==> src/hdl/rsc_pkg.sv <==
// Shared codes, types and template tables for the raster stream checker.
`default_nettype none

package rsc_pkg;

    localparam int BYTE_W  = 8;
    localparam int CNT_W   = 16;
    localparam int CODE_W  = 3;
    localparam int POS_W   = 3;
    localparam int TID_W   = 3;
    localparam int IN_TDATA_W  = 8;
    localparam int OUT_TDATA_W = 40;

    // phase codes
    localparam logic [2:0] PH_INIT  = 3'd0;
    localparam logic [2:0] PH_TOP   = 3'd1;
    localparam logic [2:0] PH_DPI   = 3'd2;
    localparam logic [2:0] PH_SET0  = 3'd3;
    localparam logic [2:0] PH_SET1  = 3'd4;
    localparam logic [2:0] PH_SET2  = 3'd5;
    localparam logic [2:0] PH_RAS   = 3'd6;
    localparam logic [2:0] PH_DRAIN = 3'd7;

    // packet header steps
    localparam logic [2:0] HS_ESC = 3'd0;
    localparam logic [2:0] HS_T   = 3'd1;
    localparam logic [2:0] HS_LO  = 3'd2;
    localparam logic [2:0] HS_HI  = 3'd3;
    localparam logic [2:0] HS_PAY = 3'd4;

    // outcome codes
    localparam logic [2:0] OC_OK       = 3'd0;
    localparam logic [2:0] OC_HEADER   = 3'd1;
    localparam logic [2:0] OC_TRUNC    = 3'd2;
    localparam logic [2:0] OC_INIT     = 3'd3;
    localparam logic [2:0] OC_SETUP    = 3'd4;
    localparam logic [2:0] OC_RASTER   = 3'd5;
    localparam logic [2:0] OC_BAD_CHAR = 3'd6;

    // template ids
    localparam logic [2:0] TP_INIT = 3'd0;
    localparam logic [2:0] TP_DPI  = 3'd1;
    localparam logic [2:0] TP_S0   = 3'd2;
    localparam logic [2:0] TP_S1   = 3'd3;
    localparam logic [2:0] TP_S2   = 3'd4;
    localparam logic [2:0] TP_ROW  = 3'd5;
    localparam logic [2:0] TP_END  = 3'd6;

    localparam logic [7:0] CH_ESC    = 8'h1B;
    localparam logic [7:0] CH_FF     = 8'h0C;
    localparam logic [7:0] CH_T      = 8'h54;
    localparam logic [7:0] CH_BRACK  = 8'h5B;
    localparam logic [7:0] CH_NUM    = 8'h23;
    localparam logic [7:0] CH_ZERO   = 8'h30;
    localparam logic [7:0] CH_NINE   = 8'h39;
    localparam logic [15:0] CNT_MAX  = 16'hFFFF;

    typedef struct packed {
        logic                valid;
        logic [CODE_W-1:0]   outcome;
        logic [CNT_W-1:0]    pages;
        logic [CNT_W-1:0]    dpi;
    } rsc_res_t;

    function automatic logic [POS_W-1:0] tmpl_len(input logic [TID_W-1:0] t);
        logic [POS_W-1:0] len;
        case (t)
            TP_INIT: len = 3'd2;
            TP_END:  len = 3'd4;
            TP_DPI, TP_S0, TP_S1, TP_S2, TP_ROW: len = 3'd5;
            default: len = 3'd0;
        endcase
        return len;
    endfunction

    function automatic logic [7:0] tmpl_char(input logic [TID_W-1:0] t,
                                             input logic [POS_W-1:0] p);
        logic [7:0] c;
        c = 8'h00;
        case (p)
            3'd0: c = CH_BRACK;
            3'd1: c = (t == TP_INIT) ? 8'h45 : 8'h2A;       // 'E' or '*'
            3'd2: begin
                case (t)
                    TP_DPI:  c = 8'h74;                     // 't'
                    TP_ROW:  c = 8'h62;                     // 'b'
                    TP_INIT: c = 8'h00;
                    default: c = 8'h72;                     // 'r'
                endcase
            end
            3'd3: begin
                case (t)
                    TP_DPI, TP_ROW: c = CH_NUM;
                    TP_S0, TP_S1:   c = CH_ZERO;
                    TP_S2:          c = 8'h31;              // '1'
                    TP_END:         c = 8'h43;              // 'C'
                    default:        c = 8'h00;
                endcase
            end
            3'd4: begin
                case (t)
                    TP_DPI:  c = 8'h52;                     // 'R'
                    TP_S0:   c = 8'h41;                     // 'A'
                    TP_S1:   c = 8'h46;                     // 'F'
                    TP_S2:   c = 8'h4E;                     // 'N'
                    TP_ROW:  c = 8'h57;                     // 'W'
                    default: c = 8'h00;
                endcase
            end
            default: c = 8'h00;
        endcase
        return c;
    endfunction

    // template checked by the first matcher in each phase
    function automatic logic [TID_W-1:0] first_tmpl(input logic [2:0] ph);
        logic [TID_W-1:0] t;
        case (ph)
            PH_DPI:  t = TP_DPI;
            PH_SET0: t = TP_S0;
            PH_SET1: t = TP_S1;
            PH_SET2: t = TP_S2;
            PH_RAS:  t = TP_ROW;
            default: t = TP_INIT;
        endcase
        return t;
    endfunction

endpackage

`default_nettype wire

==> src/hdl/rsc_matcher.sv <==
// One prefix matcher: advances a template position by one payload byte.
`default_nettype none

module rsc_matcher (
    input  wire logic [rsc_pkg::TID_W-1:0] tmpl_id,
    input  wire logic                      active,
    input  wire logic                      alive_in,
    input  wire logic [rsc_pkg::POS_W-1:0] pos_in,
    input  wire logic [7:0]                byte_in,
    output      logic                      alive_out,
    output      logic [rsc_pkg::POS_W-1:0] pos_out,
    output      logic                      digit_hit
);
    import rsc_pkg::*;

    logic [POS_W-1:0] len;
    logic [POS_W-1:0] pos_inc;
    logic [7:0]       ch_cur;
    logic [7:0]       ch_nxt;
    logic             is_digit;

    assign len      = tmpl_len(tmpl_id);
    assign pos_inc  = pos_in + 3'd1;
    assign ch_cur   = tmpl_char(tmpl_id, pos_in);
    assign ch_nxt   = tmpl_char(tmpl_id, pos_inc);
    assign is_digit = (byte_in >= CH_ZERO) && (byte_in <= CH_NINE);

    always_comb begin
        alive_out = alive_in;
        pos_out   = pos_in;
        digit_hit = 1'b0;
        if (active && alive_in && (pos_in < len)) begin
            if (ch_cur == CH_NUM) begin
                if (is_digit) begin
                    digit_hit = 1'b1;
                end else if (pos_inc >= len) begin
                    alive_out = 1'b0;
                end else if (ch_nxt == byte_in) begin
                    pos_out = pos_inc + 3'd1;
                end else begin
                    alive_out = 1'b0;
                    pos_out   = pos_inc;
                end
            end else if (ch_cur == byte_in) begin
                pos_out = pos_inc;
            end else begin
                alive_out = 1'b0;
            end
        end
    end

endmodule

`default_nettype wire

==> src/hdl/rsc_core.sv <==
// Checker state and per-word next-state logic for the raster stream checker.
`default_nettype none

module rsc_core (
    input  wire logic              aclk,
    input  wire logic              aresetn,
    input  wire logic              step_en,
    input  wire logic [7:0]        byte_in,
    input  wire logic              end_in,
    output      rsc_pkg::rsc_res_t res
);
    import rsc_pkg::*;

    logic [2:0]       phase_reg, phase_next;
    logic [2:0]       hs_reg, hs_next;
    logic [7:0]       len_lo_reg, len_lo_next;
    logic [CNT_W-1:0] left_reg, left_next;
    logic [POS_W-1:0] pos1_reg, pos1_next;
    logic [POS_W-1:0] pos2_reg, pos2_next;
    logic [1:0]       alive_reg, alive_next;
    logic [CNT_W-1:0] digit_reg, digit_next;
    logic [CNT_W-1:0] pages_reg, pages_next;
    logic [CNT_W-1:0] dpi_reg, dpi_next;

    logic [TID_W-1:0] t1;
    logic [7:0]       pay_byte;
    logic             m1_alive, m2_alive, m1_hit, m2_hit;
    logic [POS_W-1:0] m1_pos, m2_pos;
    logic [19:0]      digit_acc;
    logic [CNT_W-1:0] digit_upd;
    logic [CNT_W-1:0] left_dec;
    logic [CNT_W-1:0] len_full;
    logic             m1_done, m2_done;

    assign t1       = first_tmpl(phase_reg);
    assign pay_byte = (byte_in == CH_ESC) ? CH_BRACK : byte_in;

    rsc_matcher u_match_first (
        .tmpl_id   (t1),
        .active    (1'b1),
        .alive_in  (alive_reg[0]),
        .pos_in    (pos1_reg),
        .byte_in   (pay_byte),
        .alive_out (m1_alive),
        .pos_out   (m1_pos),
        .digit_hit (m1_hit)
    );

    rsc_matcher u_match_second (
        .tmpl_id   (TP_END),
        .active    (phase_reg == PH_RAS),
        .alive_in  (alive_reg[1]),
        .pos_in    (pos2_reg),
        .byte_in   (pay_byte),
        .alive_out (m2_alive),
        .pos_out   (m2_pos),
        .digit_hit (m2_hit)
    );

    // d*10 + digit, saturating
    assign digit_acc = {1'b0, digit_reg, 3'b000} + {3'b000, digit_reg, 1'b0}
                     + {16'd0, byte_in[3:0]};
    assign digit_upd = (digit_acc > {4'd0, CNT_MAX}) ? CNT_MAX : digit_acc[CNT_W-1:0];
    assign left_dec  = (left_reg == '0) ? '0 : left_reg - 16'd1;
    assign len_full  = {byte_in, len_lo_reg};
    assign m1_done   = m1_alive && (m1_pos == tmpl_len(t1));
    assign m2_done   = m2_alive && (m2_pos == tmpl_len(TP_END));

    always_comb begin
        phase_next  = phase_reg;
        hs_next     = hs_reg;
        len_lo_next = len_lo_reg;
        left_next   = left_reg;
        pos1_next   = pos1_reg;
        pos2_next   = pos2_reg;
        alive_next  = alive_reg;
        digit_next  = digit_reg;
        pages_next  = pages_reg;
        dpi_next    = dpi_reg;
        res.valid   = 1'b0;
        res.outcome = OC_OK;
        res.pages   = pages_reg;
        res.dpi     = dpi_reg;
        if (step_en) begin
            if (end_in) begin
                if (phase_reg != PH_DRAIN) begin
                    res.valid = 1'b1;
                    if (phase_reg == PH_TOP) begin
                        res.outcome = OC_OK;
                    end else if (hs_reg == HS_PAY) begin
                        res.outcome = OC_TRUNC;
                    end else begin
                        res.outcome = OC_HEADER;
                    end
                end
                // re-arm for the next stream
                phase_next  = PH_INIT;
                hs_next     = HS_ESC;
                len_lo_next = '0;
                left_next   = '0;
                pos1_next   = '0;
                pos2_next   = '0;
                alive_next  = 2'b11;
                digit_next  = '0;
                pages_next  = '0;
                dpi_next    = '0;
            end else if (phase_reg == PH_DRAIN) begin
                phase_next = PH_DRAIN;
            end else if (phase_reg == PH_TOP) begin
                if (byte_in == CH_FF) begin
                    if (pages_reg != CNT_MAX) begin
                        pages_next = pages_reg + 16'd1;
                    end
                end else if (byte_in == CH_ESC) begin
                    phase_next = PH_DPI;
                    hs_next    = HS_T;
                end else begin
                    res.valid   = 1'b1;
                    res.outcome = OC_BAD_CHAR;
                    phase_next  = PH_DRAIN;
                end
            end else begin
                unique case (hs_reg)
                    HS_ESC: begin
                        if (byte_in != CH_ESC) begin
                            res.valid   = 1'b1;
                            res.outcome = OC_HEADER;
                            phase_next  = PH_DRAIN;
                        end else begin
                            hs_next = HS_T;
                        end
                    end
                    HS_T: begin
                        if (byte_in != CH_T) begin
                            res.valid   = 1'b1;
                            res.outcome = OC_HEADER;
                            phase_next  = PH_DRAIN;
                        end else begin
                            hs_next = HS_LO;
                        end
                    end
                    HS_LO: begin
                        len_lo_next = byte_in;
                        hs_next     = HS_HI;
                    end
                    HS_HI: begin
                        left_next = len_full;
                        if (len_full == '0) begin
                            res.valid   = 1'b1;
                            res.outcome = OC_HEADER;
                            phase_next  = PH_DRAIN;
                        end else begin
                            hs_next    = HS_PAY;
                            pos1_next  = '0;
                            pos2_next  = '0;
                            alive_next = 2'b11;
                            digit_next = '0;
                        end
                    end
                    default: begin
                        // payload word
                        pos1_next  = m1_pos;
                        pos2_next  = m2_pos;
                        alive_next = {m2_alive, m1_alive};
                        // only the dpi and row templates carry a number field
                        if (m1_hit || m2_hit) begin
                            digit_next = digit_upd;
                        end
                        left_next = left_dec;
                        if (left_dec == '0) begin
                            hs_next = HS_ESC;
                            unique case (phase_reg) inside
                                PH_INIT: begin
                                    if (!m1_done) begin
                                        res.valid   = 1'b1;
                                        res.outcome = OC_INIT;
                                        phase_next  = PH_DRAIN;
                                    end else begin
                                        phase_next = PH_TOP;
                                    end
                                end
                                PH_DPI: begin
                                    if (!m1_done || digit_next == '0) begin
                                        res.valid   = 1'b1;
                                        res.outcome = OC_SETUP;
                                        phase_next  = PH_DRAIN;
                                    end else begin
                                        dpi_next   = digit_next;
                                        phase_next = PH_SET0;
                                    end
                                end
                                PH_SET0, PH_SET1, PH_SET2: begin
                                    if (!m1_done) begin
                                        res.valid   = 1'b1;
                                        res.outcome = OC_SETUP;
                                        phase_next  = PH_DRAIN;
                                    end else begin
                                        phase_next = phase_reg + 3'd1;
                                    end
                                end
                                PH_RAS: begin
                                    if (!(m1_done && digit_next != '0)) begin
                                        if (!m2_done) begin
                                            res.valid   = 1'b1;
                                            res.outcome = OC_RASTER;
                                            phase_next  = PH_DRAIN;
                                        end else begin
                                            phase_next = PH_TOP;
                                        end
                                    end
                                end
                                default: begin
                                    phase_next = phase_reg;
                                end
                            endcase
                        end
                    end
                endcase
            end
        end
    end

    always_ff @(posedge aclk) begin
        if (!aresetn) begin
            phase_reg  <= PH_INIT;
            hs_reg     <= HS_ESC;
            len_lo_reg <= '0;
            left_reg   <= '0;
            pos1_reg   <= '0;
            pos2_reg   <= '0;
            alive_reg  <= 2'b11;
            digit_reg  <= '0;
            pages_reg  <= '0;
            dpi_reg    <= '0;
        end else begin
            phase_reg  <= phase_next;
            hs_reg     <= hs_next;
            len_lo_reg <= len_lo_next;
            left_reg   <= left_next;
            pos1_reg   <= pos1_next;
            pos2_reg   <= pos2_next;
            alive_reg  <= alive_next;
            digit_reg  <= digit_next;
            pages_reg  <= pages_next;
            dpi_reg    <= dpi_next;
        end
    end

endmodule

`default_nettype wire

==> src/hdl/printer_raster_stream_checker_unit.sv <==
// Top level of the printer raster stream checker: input register, core, result register.
//
//  channel | dir | handshake         | payload
//  s_      | in  | s_tvalid/s_tready | s_tdata = byte_value, s_tlast = is_end
//  m_      | out | m_tvalid/m_tready | m_tdata = outcome, page_count, dots_per_inch
//
// One word per cycle sustained while m_ does not stall; a word is judged from the input
// register and its result, if any, shows on m_ from the result register.
// The input register and result register decouple the two sides: a new word is
// taken while an earlier result waits, as long as the input register is empty
// or the result register can move.
// aresetn is synchronous, active low; it clears control state and all checker state.
// A stall on m_ holds the result and, once the input register is full, s_tready.
`default_nettype none

module printer_raster_stream_checker_unit (
    input  wire logic                              aclk,
    input  wire logic                              aresetn,
    input  wire logic                              s_tvalid,
    output      logic                              s_tready,
    input  wire logic [rsc_pkg::IN_TDATA_W-1:0]    s_tdata,  // [7:0] byte_value
    input  wire logic                              s_tlast,  // is_end
    output      logic                              m_tvalid,
    input  wire logic                              m_tready,
    // [2:0] outcome, [18:3] page_count, [34:19] dots_per_inch, [39:35] zero
    output      logic [rsc_pkg::OUT_TDATA_W-1:0]   m_tdata
);
    import rsc_pkg::*;

    logic             in_valid_reg;
    logic [7:0]       in_byte_reg;
    logic             in_end_reg;
    logic             m_valid_reg;
    logic [OUT_TDATA_W-1:0] m_data_reg;
    logic             out_free;
    logic             step_en;
    rsc_res_t         res;

    assign out_free = !m_valid_reg || m_tready;
    assign step_en  = in_valid_reg && out_free;
    assign s_tready = !in_valid_reg || out_free;
    assign m_tvalid = m_valid_reg;
    assign m_tdata  = m_data_reg;

    rsc_core u_core (
        .aclk    (aclk),
        .aresetn (aresetn),
        .step_en (step_en),
        .byte_in (in_byte_reg),
        .end_in  (in_end_reg),
        .res     (res)
    );

    always_ff @(posedge aclk) begin
        if (!aresetn) begin
            in_valid_reg <= 1'b0;
            m_valid_reg  <= 1'b0;
        end else begin
            if (s_tready) begin
                in_valid_reg <= s_tvalid;
            end
            if (out_free) begin
                m_valid_reg <= step_en && res.valid;
            end
        end
    end

    always_ff @(posedge aclk) begin
        if (s_tready && s_tvalid) begin
            in_byte_reg <= s_tdata[7:0];
            in_end_reg  <= s_tlast;
        end
        if (step_en && res.valid) begin
            m_data_reg <= {5'd0, res.dpi, res.pages, res.outcome};
        end
    end

endmodule

`default_nettype wire

==> config.mk <==
export PLATFORM = sky130hd
export DESIGN_NAME = printer_raster_stream_checker_unit
export DESIGN_NICKNAME = d
export VERILOG_FILES = /design/src/hdl/rsc_pkg.sv /design/src/hdl/rsc_matcher.sv /design/src/hdl/rsc_core.sv /design/src/hdl/printer_raster_stream_checker_unit.sv
export SDC_FILE = /design/constraint.sdc
export NUM_CORES = 1
export LEC_CHECK = 0
export BUFFER_PORTS_ARGS = -buffer_cell sky130_fd_sc_hd__buf_2
export CAP_MARGIN = 20
export CORE_AREA = 10 10 148 136
export DETAILED_ROUTE_END_ITERATION = 10
export DIE_AREA = 0 0 158 146
export PLACE_DENSITY = 0.68
export SYNTH_ARGS = -nofsm -noshare
export SYNTH_HDL_FRONTEND = slang
export SYNTH_SLANG_ARGS = --single-unit
==> constraint.sdc <==
create_clock -name aclk -period 7.1 [get_ports aclk]
set_input_delay 0.71 -clock aclk [delete_from_list [all_inputs] [get_ports aclk]]
set_output_delay 0.71 -clock aclk [all_outputs]
set_load 0.02 [all_outputs]
==> results of run 1 <==
## routing by layer
layer  track usage, %  vias up  part of all wire (%)
met1             30.2     3976                    48
met4             5.56        0                   1.4
met5                0        -                     0
met2             32.4      305                    45
met3             3.63       35                   6.0
li1                 -     4170                     -
## power breakdown
part           total, mW  internal, mW  switching, mW
Clock              0.847         0.467          0.380
Sequential         0.832         0.809         0.0227
Combinational      0.200        0.0612          0.138
## cell usage after synthesis (all sizes together) (10+ instances only)
cell,number
o21ai,67
or3,10
o31ai,20
o211ai,10
nor3,29
a22oi,25
xor2,14
edfxtp,44
nand2b,14
or4,12
a211oi,14
and3,15
inv,39
a21oi,84
ha,61
nand4,14
nand3,66
and2,11
buf,20
nand2,73
xnor2,24
a31oi,20
clkbuf,47
nor4,18
dfxtp,88
nor2b,21
nor2,118
## worst max-delay path: stages, from the launching register on
cell and delay (ns):
dfxtp_1 0.55, inv_1 0.16, ha_1 0.38, o211a_1 0.29, nor3_1 0.38, nand2_1 0.26, inv_1 0.17, ha_1 0.24
o21ai_0 0.08, or4bb_1 0.49, nor4_1 0.48, and3_1 0.52, nor4b_1 0.32, a21oi_1 0.11, or4_1 0.56, o21ai_2 0.15
o21ai_0 0.12, a21o_1 0.23, o211ai_1 0.21, buf_4 0.32
## logic make-up after synthesis
family / share of synthesized area (%)
and+or+nand+nor: 25.3
adders and majority gates: 8.70
xor gates and xnor gates: 3.60
DFF: 33.4
AOI/OAI and AO/OA: 22.9
buffers and inverters: 4.93
muxes: 1.14
other: 0.0406
## placed cells by master, fill, tap and decap left out, drive strengths merged, types with 21 or more instances in the layout
cell,synthesis,final
dfxtp,88,88
nor2b,21,21
nor3,29,29
buf,20,60
o21ai,67,67
ha,61,61
edfxtp,44,44
nor2,118,118
xnor2,24,24
a21oi,84,84
nand3,66,66
nand2,73,73
inv,39,48
a22oi,25,25
## area by class of cell
type	instances	share of cell area, %
well taps	216	2.67
inverters	40	1.48
clock buffers	17	4.20
repair buffers	60	3.24
multi-input cells	871	56.4
flip-flops and latches	132	30.4
clock inverters	15	1.54
## stage by stage
stage / cell area (um2) / power, mW
2_1_floorplan: 9250 / 0.987
5_1_grt: 10100 / 1.95
6_report: 10100 / 1.88
3_3_place_gp: 9550 / 1.04
4_1_cts: 10100 / 1.89
3_5_place_dp: 9550 / 1.05
## worst min path at each step
stage	endpoint	slack, ns	depth (start not counted)
after detailed placement	m_tdata[24]$_DFFE_PP_	0.42	0
after global placement	m_tdata[30]$_DFFE_PP_	0.42	0
final	m_tdata[33]$_DFFE_PP_	0.44	0
after floorplan	m_tdata[19]$_DFFE_PP_	0.41	0
after CTS	m_tdata[31]$_DFFE_PP_	0.44	0
after global routing	m_tdata[31]$_DFFE_PP_	0.45	0
==> results.tsv, run 1 <==
metric	value	unit
status	finished clean	
number of H-tree levels	4	
skew final	0.00879	ns
Area Growth Syn to Fin	9.74	%
Clock Pin Slew Worst Setup and Hold Paths	0.06	ns
max FFs per register	35	
root buffer cell	clkbuf_16	
TritonCTS Buffers	17	
worst reg-to-reg path cell count	19	
CTS-repair resized insts	0	
vias in the first global route	7928	
Syn. warnings	0	
Power per Cell Area	185	nW/um2
DIE AREA	23100	um2
Worst EP arrival	6.44	ns
synthesized area	9230	um2
Worst Path Required	7.20	ns
RSZ-0062 raised after global routing	false	
Vias/cell	6.28	
Post-DRT Antenna Nets	0	
final setup TNS	0	ns
layout net count	1198	
Synth area leader	dfxtp_1	
Die Y	146	um
Starting DRT DRC Count	831	
CORE AREA	17200	um2
Seq. cell area	3080	um2
initial antenna violation count	0	
Port Buf Inserts	49	
number of synthesized flops with an enable pin	44	
top cells by area, synth	dfxtp_1 19%, edfxtp_1 14%, ha_1 8.3%, nor2_1 4.8%, a21oi_1 4.5%	
hold crit path type	register to register	
Fillers	1545	
ANT cells	0	
asr flop ratio synth	0	%
final setup fails	0	
Lkg Pwr	3.81	nW
fmax	158	MHz
MaxCap Viol Count	0	
Setup Buffers After CTS	0	
final count of pins violating max slew	0	
routability congestion estimate	0.950	
worst-skew pair later-pin latency	0.42	ns
Multi-input gate area	5720	um2
Hold Path Origin	u_core.dpi_reg[14]$_SDFFE_PN0P_	
row cnt	46	
Setup CP Type	register to register	
CP max FO	21	
clk sinks	132	
hold slack	0.435	ns
DRT Pass-1 Iters	5	
CP Launch Type	register	
cts hold-fix bufs	0	
total wire length	24600	um
CP endpoint	m_tdata[19]$_DFFE_PP_	
mean area per synthesized cell	8.35	um2
Overflow after GRT	0	
worst r2r src	u_core.phase_reg[0]$_SDFFE_PN0P_	
element type at the critical path end	register	
Via Count	8486	
die extent in x	158	um
largest net degree at the start of global routing	44	
Slew @ Worst Pin	0.938	ns
final worst slack	0.757	ns
top cell type's share of synthesized area	19.1	%
period utilization	89.3	%
total track usage	21.3	%
TritonCTS clock tree	yes	
pre-CTS WS	0.842	ns
Critical Path Start	u_core.phase_reg[0]$_SDFFE_PN0P_	
Worst VDD drop	0.163	mV
global-route wire length before repair	40700	um
Clock Tree Buf Depth	2	
Final Util	58.9	%
#FFs+latches synth	132	
synthesized instance count	1106	
reg2reg setup slack	0.76	ns
max_slew headroom	37.4	%
Post-synth top flop	dfxtp_1	
Final Hold Vio Count	0	
Starting Density	53.6	%
Netlist cell types	103	
WL per Instance	18.2	um
I/O pins	55	
Remaining DRCs	0	
non-filler cells, final	1351	
min Tclk post-route	6.34	ns
layout cell share with drive strength beyond 1	11.5	%
r2r endpoint	m_tdata[19]$_DFFE_PP_	
Seq/Total Area, Yosys	33.4	%
HPWL after detailed placement	18000	um
DP Cell Count	1319	
(Power assumes the default switching activity.)
==> inputs of run 2 (changes only) <==
PLACE_DENSITY = unset   (was 0.68)
PLACE_DENSITY_LB_ADDON = 0.25   (was unset)
REMOVE_ABC_BUFFERS = 1   (was unset)
==> run 2 against run 1 <==
Via count is 0.18% higher. Non-clock buffer count is 2 lower. Sequential power hardly changed. Total power is 0.37% lower. Hold slack worse by 0.0049 ns. Critical endpoint is now m_tdata[13]$_DFFE_PP_. Sequential share of layout area is 0.090 points higher. Utilization is 0.17 points lower. Clock skew is 0.0011 ns higher. Clock power is 0.9% lower. Largest cell class unchanged. Maximum frequency is 0.97% lower. Critical path type unchanged. Global-route usage is 0.19 points higher.
==> results.tsv, run 2 (synthesized netlist as in run 1, its figures left out) <==
metric	value	unit
status	finished clean	
final setup fails	0	
commonest non-fill, non-tap cell in the layout	nor2_1	
worst reg-to-reg path cell count	19	
max_slew headroom	33.3	%
vias in the first global route	7649	
period utilization	90.2	%
Remaining DRCs	0	
max FFs per register	35	
Area Growth Syn to Fin	9.42	%
TritonCTS clock tree	yes	
die extent in x	158	um
cts hold-fix bufs	0	
Setup Buffers After CTS	0	
total wire length	25100	um
final setup TNS	0	ns
Overflow after GRT	0	
Clock Tree Buf Depth	2	
layout net count	1196	
Hold Path Sink	m_tdata[27]$_DFFE_PP_	
clk sinks	132	
Worst VDD drop	0.173	mV
Worst path max stage delay	0.58	ns
Worst Path Required	7.17	ns
DRT Pass-1 Iters	6	
Final Hold Vio Count	0	
worst r2r src	u_core.phase_reg[0]$_SDFFE_PN0P_	
Starting Density	53.6	%
Port Buf Inserts	49	
Post-DRT Antenna Nets	0	
layout cell share with drive strength beyond 1	11.4	%
largest net degree at the start of global routing	59	
initial antenna violation count	0	
Multi-input gate area	5720	um2
reg2reg setup slack	0.69	ns
most frequent cells in the layout	118 x nor2_1, 88 x dfxtp_1, 83 x a21oi_1, 72 x nand2_1, 65 x nand3_1	
Slew @ Worst Pin	1.00	ns
row cnt	46	
element type at the critical path end	register	
MaxCap Viol Count	0	
Clock Pin Slew Worst Setup and Hold Paths	0.06	ns
root buffer cell	clkbuf_16	
CP max FO	41	
Slowest cell on crit path	or4_1	
min Tclk post-route	6.41	ns
Hold Path Origin	u_core.dpi_reg[8]$_SDFFE_PN0P_	
HPWL after detailed placement	18100	um
Seq. cell area	3080	um2
I/O pins	55	
RSZ-0062 raised after global routing	false	
TritonCTS Buffers	17	
CORE AREA	17200	um2
Lkg Pwr	3.79	nW
Hold Crit Depth	0	
global-route wire length before repair	40600	um
WL per Instance	18.6	um
number of H-tree levels	4	
CTS-repair resized insts	0	
Die Y	146	um
family with the most delay on the worst path	simple AND/OR/NAND/NOR gates	
cell chain of the critical path	inv_1 > ha_1 > o211a_1 > nor3_1 > nand2_1 > inv_1 > ha_1 > o21ai_0 > or4bb_1 > nor4_1 > and3_1 > buf_4 > a31oi_1 > or4_1 > o21ai_2 > o21ai_0 > a21o_1 > o211ai_1 > buf_4	
Final Cell Area	10100	um2
Starting DRT DRC Count	1107	
final count of pins violating max slew	0	
Via Count	8501	
worst path buffer plus inverter count	4	
Fillers	1522	
dpl cell area	9540	um2
routability congestion estimate	0.937	
Setup CP Type	register to register	
Power per Cell Area	185	nW/um2
DIE AREA	23100	um2
Worst EP arrival	6.48	ns
CP Launch Type	register	
r2r endpoint	m_tdata[13]$_DFFE_PP_	
Vias/cell	6.30	
skew final	0.00984	ns
fmax	156	MHz
ANT cells	0	
worst-skew pair later-pin latency	0.42	ns
hold crit path type	register to register	
total track usage	21.4	%
[run 2: changes by cell type in the layout (fill, tap and decap cells not counted)]
cell	change
inv_6	-4
clkinv_8	-2
buf_4	-2
clkinv_2	+1
clkinv_4	+2
clkinvlp_4	+1
inv_8	+2
[run 2: area by class of cell]
class / count / area share, %
clock inverter: 15 / 1.40
timing repair buffer: 58 / 3.10
clock buffer: 17 / 4.21
sequential: 132 / 30.5
inverter: 40 / 1.49
tap: 216 / 2.68
multi-input combinational: 871 / 56.6
[run 2: power by group]
part	leakage (nW)	internal [mW]	switching, mW	total [mW]
Sequential	1.16	0.810	0.0241	0.834
Clock	0.271	0.462	0.377	0.839
Combinational	2.36	0.0597	0.140	0.199
[run 2: worst max-delay path by stage]
stage / from / endpoint / slack (ns) / cells after the start
after floorplan: u_core.phase_reg[0]$_SDFFE_PN0P_ / m_tdata[0]$_SDFFCE_PN0P_ / -0.17 / 18
after global placement: u_core.phase_reg[0]$_SDFFE_PN0P_ / m_tdata[8]$_DFFE_PP_ / 0.93 / 19
after detailed placement: u_core.phase_reg[0]$_SDFFE_PN0P_ / m_tdata[15]$_DFFE_PP_ / 0.72 / 19
after CTS: u_core.phase_reg[0]$_SDFFE_PN0P_ / m_tdata[28]$_DFFE_PP_ / 0.69 / 19
after global routing: u_core.phase_reg[0]$_SDFFE_PN0P_ / m_tdata[24]$_DFFE_PP_ / 0.09 / 19
final: u_core.phase_reg[0]$_SDFFE_PN0P_ / m_tdata[13]$_DFFE_PP_ / 0.69 / 19
[run 2: worst reg2reg max path: stages (launching register included)]
cell and delay [ns]:
dfxtp_1 0.53, inv_1 0.15, ha_1 0.49, o211a_1 0.36, nor3_1 0.41, nand2_1 0.26, inv_1 0.17, ha_1 0.24
o21ai_0 0.09, or4bb_1 0.50, nor4_1 0.45, and3_1 0.25, buf_4 0.33, a31oi_1 0.14, or4_1 0.58, o21ai_2 0.15
o21ai_0 0.13, a21o_1 0.22, o211ai_1 0.15, buf_4 0.42
[run 2: routing by layer]
metal	vias up	GRT usage (%)	routed length [um]
met2	368	31.7	10900
met5	-	0	0
met4	0	6.71	391
met1	3942	31.0	11800
li1	4155	-	-
met3	36	3.49	2030
[run 2: per-stage QoR]
stage	util [%]	power, mW	cells	setup slack (ns)	hold slack, ns
2_1_floorplan	-	0.976	1043	-0.166	0.408
3_3_place_gp	55.4	1.04	1317	0.932	0.414
3_5_place_dp	55.4	1.05	1317	0.723	0.416
4_1_cts	58.7	1.88	1349	0.688	0.431
5_1_grt	58.7	1.94	1349	0.0920	0.437
6_report	58.7	1.87	1349	0.695	0.430
